`config.mk`:
```
export PLATFORM = sky130hd
export DESIGN_NAME = k_way_sorted_merge
export DESIGN_NICKNAME = d
export VERILOG_FILES = /design/src/hdl/kwm_pkg.sv /design/src/hdl/k_way_sorted_merge.sv /design/src/hdl/kwm_front.sv /design/src/hdl/kwm_back.sv
export SDC_FILE = /design/constraint.sdc
export NUM_CORES = 2
export LEC_CHECK = 0
export BUFFER_PORTS_ARGS = -buffer_cell sky130_fd_sc_hd__buf_2
export CAP_MARGIN = 20
export CORE_MARGIN = 2
export CORE_UTILIZATION = 40
export DETAILED_ROUTE_END_ITERATION = 10
export PLACE_DENSITY = 0.61
export SETUP_SLACK_MARGIN = 0.05
export SLEW_MARGIN = 25
export SYNTH_ARGS = -nofsm -noshare
export SYNTH_HDL_FRONTEND = slang
export SYNTH_SLANG_ARGS = --single-unit
```
`constraint.sdc`:
```
create_clock -name i_clk -period 14.8 [get_ports i_clk]
set_clock_uncertainty 0.15 [all_clocks]
set_input_delay 3.7 -clock i_clk [delete_from_list [all_inputs] [get_ports i_clk]]
set_output_delay 3.7 -clock i_clk [all_outputs]
set_load 0.02 [all_outputs]
```
`src/hdl/kwm_pkg.sv`:
```
// Shared types, codes and default sizes for the k-way sorted merge block.
`default_nettype none
package kwm_pkg;

    localparam int LIST_COUNT_DEF       = 16;
    localparam int ELEMENT_CAPACITY_DEF = 64;
    localparam int VALUE_WIDTH_DEF      = 32;

    localparam logic K_LOAD = 1'b0;
    localparam logic K_END  = 1'b1;

    typedef struct packed {
        logic               kind;
        logic [3:0]         list_id;
        logic signed [31:0] element_value;
    } t_in_req;

    typedef struct packed {
        logic signed [31:0] merged_value;
        logic [3:0]         source_list;
        logic               is_last;
        logic               overflowed;
    } t_result;

endpackage
`default_nettype wire

```
`src/hdl/k_way_sorted_merge.sv`:
```
// Top level of the k-way sorted merge block: request queue plus merge engine.
// Usage: a request is taken at a rising edge where start is high and busy is low.
// A load request (kind 0) appends element_value to the tail of list list_id in a
// shared element store of ELEMENT_CAPACITY entries; loads past capacity are dropped
// and mark every result of the next run as overflowed. Loads to a list number at or
// above LIST_COUNT are ignored. An end request (kind 1) starts the merge: every
// stored element is sent out in ascending signed order (ties to the lower list),
// with its source list and a last mark on the final one. An end request with
// nothing stored gives no result. Afterwards all lists are empty again.
// A load to a list that already holds elements passes through a link state.
// For each result the engine scans every list head through the head and element
// memories (one list per cycle, two read stages), then reads the chosen element's
// link. A two-entry queue decouples the request port from the engine; busy is
// high while that queue is full. Results appear on o_result for one cycle with
// o_strobe high; the receiver cannot stall them. Synchronous active-low reset
// empties the queue and all lists.
`default_nettype none
module k_way_sorted_merge #(
    parameter int LIST_COUNT       = kwm_pkg::LIST_COUNT_DEF,
    parameter int ELEMENT_CAPACITY = kwm_pkg::ELEMENT_CAPACITY_DEF,
    parameter int VALUE_WIDTH      = kwm_pkg::VALUE_WIDTH_DEF
) (
    input  wire logic             i_clk,
    input  wire logic             i_rst_n,
    input  wire logic             start,
    output logic                  busy,
    input  wire kwm_pkg::t_in_req i_req,
    output logic                  o_strobe,
    output kwm_pkg::t_result      o_result
);
    import kwm_pkg::*;

    // Queue head handed from the intake side to the engine.
    logic    q_valid;
    t_in_req q_req;
    logic    q_pop;

    kwm_front u_front (
        .i_clk     (i_clk),
        .i_rst_n   (i_rst_n),
        .start     (start),
        .busy      (busy),
        .i_req     (i_req),
        .o_q_valid (q_valid),
        .o_q_req   (q_req),
        .i_q_pop   (q_pop)
    );

    kwm_back #(
        .LIST_COUNT       (LIST_COUNT),
        .ELEMENT_CAPACITY (ELEMENT_CAPACITY),
        .VALUE_WIDTH      (VALUE_WIDTH)
    ) u_back (
        .i_clk     (i_clk),
        .i_rst_n   (i_rst_n),
        .i_q_valid (q_valid),
        .i_q_req   (q_req),
        .o_q_pop   (q_pop),
        .o_strobe  (o_strobe),
        .o_result  (o_result)
    );

endmodule
`default_nettype wire

```
`src/hdl/kwm_front.sv`:
```
// Request intake: a two-entry queue between the command port and the merge engine.
`default_nettype none
module kwm_front (
    input  wire logic            i_clk,
    input  wire logic            i_rst_n,
    input  wire logic            start,
    output logic                 busy,
    input  wire kwm_pkg::t_in_req i_req,
    output logic                 o_q_valid,
    output kwm_pkg::t_in_req     o_q_req,
    input  wire logic            i_q_pop
);
    import kwm_pkg::*;

    t_in_req    r_mem [2];
    logic       r_wp;
    logic       r_rp;
    logic [1:0] r_cnt;
    logic       push;

    assign busy      = (r_cnt == 2'd2);
    assign push      = start && !busy;
    assign o_q_valid = (r_cnt != 2'd0);
    assign o_q_req   = r_mem[r_rp];

    always_ff @(posedge i_clk) begin
        if (push) begin
            r_mem[r_wp] <= i_req;
        end
    end

    always_ff @(posedge i_clk) begin
        if (!i_rst_n) begin
            r_wp  <= 1'b0;
            r_rp  <= 1'b0;
            r_cnt <= 2'd0;
        end else begin
            if (push) begin
                r_wp <= ~r_wp;
            end
            if (i_q_pop) begin
                r_rp <= ~r_rp;
            end
            unique case ({push, i_q_pop})
                2'b10:   r_cnt <= r_cnt + 2'd1;
                2'b01:   r_cnt <= r_cnt - 2'd1;
                default: r_cnt <= r_cnt;
            endcase
        end
    end

endmodule
`default_nettype wire

```
`src/hdl/kwm_back.sv`:
```
// Merge engine: linked per-list element store and a repeated minimum scan over list heads.
`default_nettype none
module kwm_back #(
    parameter int LIST_COUNT       = kwm_pkg::LIST_COUNT_DEF,
    parameter int ELEMENT_CAPACITY = kwm_pkg::ELEMENT_CAPACITY_DEF,
    parameter int VALUE_WIDTH      = kwm_pkg::VALUE_WIDTH_DEF
) (
    input  wire logic             i_clk,
    input  wire logic             i_rst_n,
    input  wire logic             i_q_valid,
    input  wire kwm_pkg::t_in_req i_q_req,
    output logic                  o_q_pop,
    output logic                  o_strobe,
    output kwm_pkg::t_result      o_result
);
    import kwm_pkg::*;

    localparam int AW = (ELEMENT_CAPACITY > 1) ? $clog2(ELEMENT_CAPACITY) : 1;
    localparam int IW = $clog2(ELEMENT_CAPACITY + 1);
    localparam int LW = (LIST_COUNT > 1) ? $clog2(LIST_COUNT) : 1;
    localparam int SW = $clog2(LIST_COUNT + 1);
    localparam logic [IW-1:0] NONE = IW'(ELEMENT_CAPACITY);

    typedef enum logic [4:0] {
        S_IDLE = 5'b00001,
        S_LINK = 5'b00010,
        S_SCAN = 5'b00100,
        S_ADV  = 5'b01000,
        S_EMIT = 5'b10000
    } t_state;

    logic signed [VALUE_WIDTH-1:0] store_mem [ELEMENT_CAPACITY];
    logic [IW-1:0]                 link_mem  [ELEMENT_CAPACITY];
    logic [AW-1:0]                 head_mem  [LIST_COUNT];
    logic [AW-1:0]                 tail_mem  [LIST_COUNT];

    t_state                r_state;
    logic [LIST_COUNT-1:0] r_ne;
    logic [IW-1:0]         r_count;
    logic [IW-1:0]         r_emit;
    logic                  r_drop;
    logic [AW-1:0]         r_idx;
    logic [AW-1:0]         r_t_rd;
    logic [AW-1:0]         r_h_rd;
    logic signed [VALUE_WIDTH-1:0] r_v_rd;
    logic [IW-1:0]         r_k_rd;

    logic [SW-1:0]         r_scan;
    logic                  r_p1_go, r_p1_v, r_p1_last;
    logic [LW-1:0]         r_p1_l;
    logic                  r_p2_go, r_p2_v, r_p2_last;
    logic [LW-1:0]         r_p2_l;
    logic [AW-1:0]         r_p2_h;
    logic                  r_bf;
    logic signed [VALUE_WIDTH-1:0] r_best_val;
    logic [LW-1:0]         r_best_list;
    logic [AW-1:0]         r_best_head;

    logic                  r_out_stb;
    t_result               r_out;

    logic          in_range;
    logic [LW-1:0] ld_list;
    logic          full;
    logic          ld_go;
    logic          nxt_valid;
    logic          is_last;
    logic signed [VALUE_WIDTH-1:0] ld_key;

    assign in_range  = (32'(i_q_req.list_id) < 32'(LIST_COUNT));
    assign ld_list   = LW'(i_q_req.list_id);
    assign full      = (r_count >= NONE);
    assign o_q_pop   = (r_state == S_IDLE) && i_q_valid;
    assign ld_go     = o_q_pop && (i_q_req.kind == K_LOAD) && in_range && !full;
    assign nxt_valid = (r_k_rd < NONE);
    assign is_last   = (IW'(r_emit + 1'b1) == r_count);
    assign ld_key    = VALUE_WIDTH'(i_q_req.element_value);
    assign o_strobe  = r_out_stb;
    assign o_result  = r_out;

    // Element store and links: written on loads, read during the scan and the advance.
    always_ff @(posedge i_clk) begin
        if (ld_go) begin
            store_mem[r_count[AW-1:0]] <= ld_key;
        end
        r_v_rd <= store_mem[r_h_rd];
    end

    always_ff @(posedge i_clk) begin
        if (ld_go) begin
            link_mem[r_count[AW-1:0]] <= NONE;
        end else if (r_state == S_LINK) begin
            link_mem[r_t_rd] <= IW'(r_idx);
        end
        r_k_rd <= link_mem[r_best_head];
    end

    always_ff @(posedge i_clk) begin
        if (ld_go && !r_ne[ld_list]) begin
            head_mem[ld_list] <= r_count[AW-1:0];
        end else if (r_state == S_EMIT && nxt_valid) begin
            head_mem[r_best_list] <= r_k_rd[AW-1:0];
        end
        r_h_rd <= head_mem[r_scan[LW-1:0]];
    end

    always_ff @(posedge i_clk) begin
        if (ld_go) begin
            tail_mem[ld_list] <= r_count[AW-1:0];
        end
        r_t_rd <= tail_mem[ld_list];
    end

    always_ff @(posedge i_clk) begin
        if (!i_rst_n) begin
            r_state   <= S_IDLE;
            r_ne      <= '0;
            r_count   <= '0;
            r_emit    <= '0;
            r_drop    <= 1'b0;
            r_scan    <= '0;
            r_p1_go   <= 1'b0;
            r_p2_go   <= 1'b0;
            r_bf      <= 1'b0;
            r_out_stb <= 1'b0;
        end else begin
            r_out_stb <= 1'b0;
            unique case (r_state)
                S_IDLE: begin
                    if (i_q_valid) begin
                        if (i_q_req.kind == K_LOAD) begin
                            if (in_range) begin
                                if (full) begin
                                    r_drop <= 1'b1;
                                end else begin
                                    r_ne[ld_list] <= 1'b1;
                                    r_idx         <= r_count[AW-1:0];
                                    r_count       <= IW'(r_count + 1'b1);
                                    if (r_ne[ld_list]) begin
                                        r_state <= S_LINK;
                                    end
                                end
                            end
                        end else if (|r_ne) begin
                            r_emit  <= '0;
                            r_scan  <= '0;
                            r_bf    <= 1'b0;
                            r_p1_go <= 1'b0;
                            r_p2_go <= 1'b0;
                            r_state <= S_SCAN;
                        end else begin
                            r_count <= '0;
                            r_drop  <= 1'b0;
                        end
                    end
                end
                S_LINK: begin
                    r_state <= S_IDLE;
                end
                S_SCAN: begin
                    // Stage 0 reads a list head, stage 1 its value, stage 2 compares.
                    if (32'(r_scan) < 32'(LIST_COUNT)) begin
                        r_scan    <= SW'(r_scan + 1'b1);
                        r_p1_go   <= 1'b1;
                        r_p1_v    <= r_ne[r_scan[LW-1:0]];
                        r_p1_l    <= r_scan[LW-1:0];
                        r_p1_last <= (32'(r_scan) == 32'(LIST_COUNT - 1));
                    end else begin
                        r_p1_go <= 1'b0;
                    end
                    r_p2_go   <= r_p1_go;
                    r_p2_v    <= r_p1_v;
                    r_p2_l    <= r_p1_l;
                    r_p2_h    <= r_h_rd;
                    r_p2_last <= r_p1_last;
                    if (r_p2_go && r_p2_v && (!r_bf || r_v_rd < r_best_val)) begin
                        r_bf        <= 1'b1;
                        r_best_val  <= r_v_rd;
                        r_best_list <= r_p2_l;
                        r_best_head <= r_p2_h;
                    end
                    if (r_p2_go && r_p2_last) begin
                        r_p1_go <= 1'b0;
                        r_p2_go <= 1'b0;
                        r_state <= S_ADV;
                    end
                end
                S_ADV: begin
                    r_state <= S_EMIT;
                end
                S_EMIT: begin
                    r_out_stb          <= 1'b1;
                    r_out.merged_value <= 32'(r_best_val);
                    r_out.source_list  <= 4'(r_best_list);
                    r_out.is_last      <= is_last;
                    r_out.overflowed   <= r_drop;
                    r_emit             <= IW'(r_emit + 1'b1);
                    if (!nxt_valid) begin
                        r_ne[r_best_list] <= 1'b0;
                    end
                    if (is_last) begin
                        r_ne    <= '0;
                        r_count <= '0;
                        r_drop  <= 1'b0;
                        r_state <= S_IDLE;
                    end else begin
                        r_scan  <= '0;
                        r_bf    <= 1'b0;
                        r_state <= S_SCAN;
                    end
                end
                default: begin
                    r_state <= S_IDLE;
                end
            endcase
        end
    end

endmodule
`default_nettype wire

```
==> metrics.yaml <==
hold_path:
  holdPathStages: 0
  hold_class: "reg2reg"
  min_from: "u_back.r_p2_h[0]"
synthesis:
  synth-main-ff-cell: "edfxtp_1"
  yosysWarnings: 0
  ys_seq_area_frac: 0.778
  synth_cells: 4800
  async_flop_share: 0
  avgSynthCellArea_sq_um: 23.6
  synth_cell_types: 67
  synth_nets: 4877
  syn_area_sq_um: 113000
  ys_seq_elements: 2967
  synth_edf_count: 2866
timing:
  setup_viol: 0
  finalWorstSetupSlack_ns: 9.07
  relSlewSlack: 0.270
  rsz0062_at_grt: "no"
  max_clock_freq_mhz: 174
  finalHoldViolCount: 0
  tns_ns: 0
  final_max_slew_viol_count: 0
  tightest_slew_ns: 1.10
  min_period_ns: 5.73
  fin_crit_sh: 0.387
clock_network:
  ctsLongestPathBuffers: 4
  clock_latency_ns: 0.86
  post_cts_buffers: 0
  post_cts_resized: 0
  clock-sinks: 2967
  htree_levels: 5
  cts_tree: "done"
  hold_buffers: 0
  cts_buffers: 301
  clk_root_buffer_cell: "clkbuf_16"
  cts.clk_slew.worst_paths_ns: 0.06
placed_design:
  place_ws_ns: 8.26
  io_buffers: 79
  place_area_sq_um: 119000
  place_inst: 8525
  place_congestion: 0.820
  dp_hpwl_um: 152000
setup_path:
  r2r-start: "u_back.r_h_rd[0]"
  path_cells: "nand2b_1, inv_1, buf_2"
  startpoint: "u_front.r_cnt[0]"
  cp_max_fo: 6
  rr_worst_depth: 6
  worstPathBufferInverterCount: 2
  cp_slowest_cell: "dfxtp_1"
  cp-end-kind: "output port"
  critical_path.top_delay_family: "flip-flops"
  cp.required_ns: 10.95
  crit_path_max_incr_delay_ns: 0.49
  cp-start-kind: "flop"
  worstPathArrival_ns: 1.88
  critPathKind: "reg2out"
  cp.depth: 3
floorplanning:
  initial_core_util: 0.402
  die_h_um: 536
  rows: 195
  die_area_sq_um: 287000
  die_w_um: 536
  ios: 80
  design.core.area_sq_um: 282000
detailed_routing:
  detail_route.iter0.violations: 5616
  wl_um: 269000
  drc: 0
  wire_per_inst_um: 29.7
  vias: 51400
  ant_nets: 0
  via_per_inst: 5.67
  dr.pass1.iters: 7
power_and_ir_drop:
  p_leak_uw: 0.0387
  vdd_drop_max_uv: 79.1
  power.density_nw_per_um2: 155
flow_run:
  cap_violations: 0
global_routing:
  grt_max_degree: 112
  grt_pass1_wl_um: 383000
  use_met3: 0.0407
  grt_pass1_vias: 52200
  met2_usage: 0.301
  grt_usage: 0.186
  overflow: 0
  grt_most_used_layer: "met2"
  use_met1: 0.249
  antenna_found_initial: 8
outcome:
  status: "finished clean"
cells_and_area:
  stdcell_count: 9061
  syn_to_final_growth_pct: 13.7
  drive_gt1_frac: 0.313
  nets: 5164
  postLayoutCellArea_sq_um: 129000
-- synthesized netlist by cell type, drive strengths merged, types with 2 or more instances --
master,instances,area (sq um)
and3,8,50.1
a2111oi,2,17.5
a22oi,17,128
inv,42,158
o311ai,4,52.6
mux4,878,19800
xnor2,11,96.3
nor3b,3,22.5
or3,10,62.6
nor2b,9,56.3
o311a,3,30.0
or2,2,15.0
nor3,13,65.1
clkbuf,132,495
nand2,82,308
dfxtp,101,2020
and4b,2,20.0
o32ai,4,50.1
nand2b,10,62.6
xor2,3,26.3
o31ai,10,75.1
ha,37,463
nand3b,8,60.1
a31oi,3,18.8
edfxtp,2866,86100
nand4,5,31.3
o31a,3,27.5
a21o,7,52.6
a21boi,6,45.0
nand3,26,135
a21oi,35,175
and2,30,188
nor2,179,672
o21ai,62,310
o22ai,3,18.8
mux2,43,488
buf,103,479
o21a,6,45.0
nor4,7,58.8
mux2i,10,100
-- area by class of cell --
type                    count  area [sq um]
inverters                  42           159
multi-input cells        1556         24500
clock buffers             372          8060
flip-flops and latches   2967         88100
well taps                3743          4680
fillers                 23000        153000
repair buffers            219          1540
diodes                      3          7.51
clock inverters           159          1600
-- metal layers --
layer,up-vias,wire [um]
li1,21100,-
met1,27900,108000
met2,1993,131000
met3,437,21000
met4,2,9210
met5,-,13
-- logic make-up (layout without fill, tap and decap cells) --
logic type      count (synthesis)  count (layout)  share of synthesized area
compound gates                175             175                     0.0100
xor+xnor                       14              14                    0.00108
flops                        2967            2967                      0.778
mux                           931             931                      0.180
simple gates                  399             399                     0.0164
other cells                     0               3                          0
fa+ha+maj                      37              37                    0.00409
buf+inv                       277             792                     0.0100
-- where the power goes --
group / internal, uW / total (uW) / switching [uW]
combinational: 897 / 2410 / 1520
clock: 4380 / 7500 / 3120
sequential: 9850 / 9980 / 130
-- registers in the layout, indices dropped and copies added, names as in the netlist, 16 cells and up, named ones only --
| name | cells |
|---|---|
| u_front.r_mem | 74 |
| u_back.r_ne | 16 |
| u_back.store_mem | 2048 |
| u_back.o_result | 38 |
| u_back.r_best_val | 32 |
| u_back.link_mem | 448 |
| u_back.head_mem | 96 |
| u_back.r_v_rd | 32 |
| u_back.tail_mem | 96 |
-- cells in the final DEF (no fill, tap or decap), drive strengths merged, types with 5 or more instances in the layout --
master	instances
a21boi	6
dfxtp	101
o21ai	62
clkinvlp	7
xnor2	11
nor4	7
inv	53
nor3	13
o21a	6
mux4	878
nand4	5
or3	10
buf	219
clkbuf	372
mux2	43
bufinv	29
a21o	7
nand2	82
a22oi	17
clkinv	112
o31ai	10
nand2b	10
a21oi	35
nand3b	8
nand3	26
and2	30
edfxtp	2866
nor2	179
mux2i	10
ha	37
nor2b	9
and3	8
-- worst paths after layout --
kind	endpoint	slack [ns]
worst max register to register	u_back.r_v_rd[27]	9.35
worst min register to register	u_back.r_best_head[0]	0.27
worst max-delay path	busy	9.07
worst min-delay path	u_back.r_best_head[0]	0.27
-- metrics by stage --
stage / power (uW) / util / hold WS [ns]
global route: 20500 / 0.457 / 0.274
detailed placement: 12600 / 0.422 / 0.255
CTS: 20000 / 0.456 / 0.270
global placement: 12500 / 0.422 / 0.255
finish: 19900 / 0.457 / 0.267
floorplan: 11600 / - / 0.250
(Power assumes the default switching activity.)
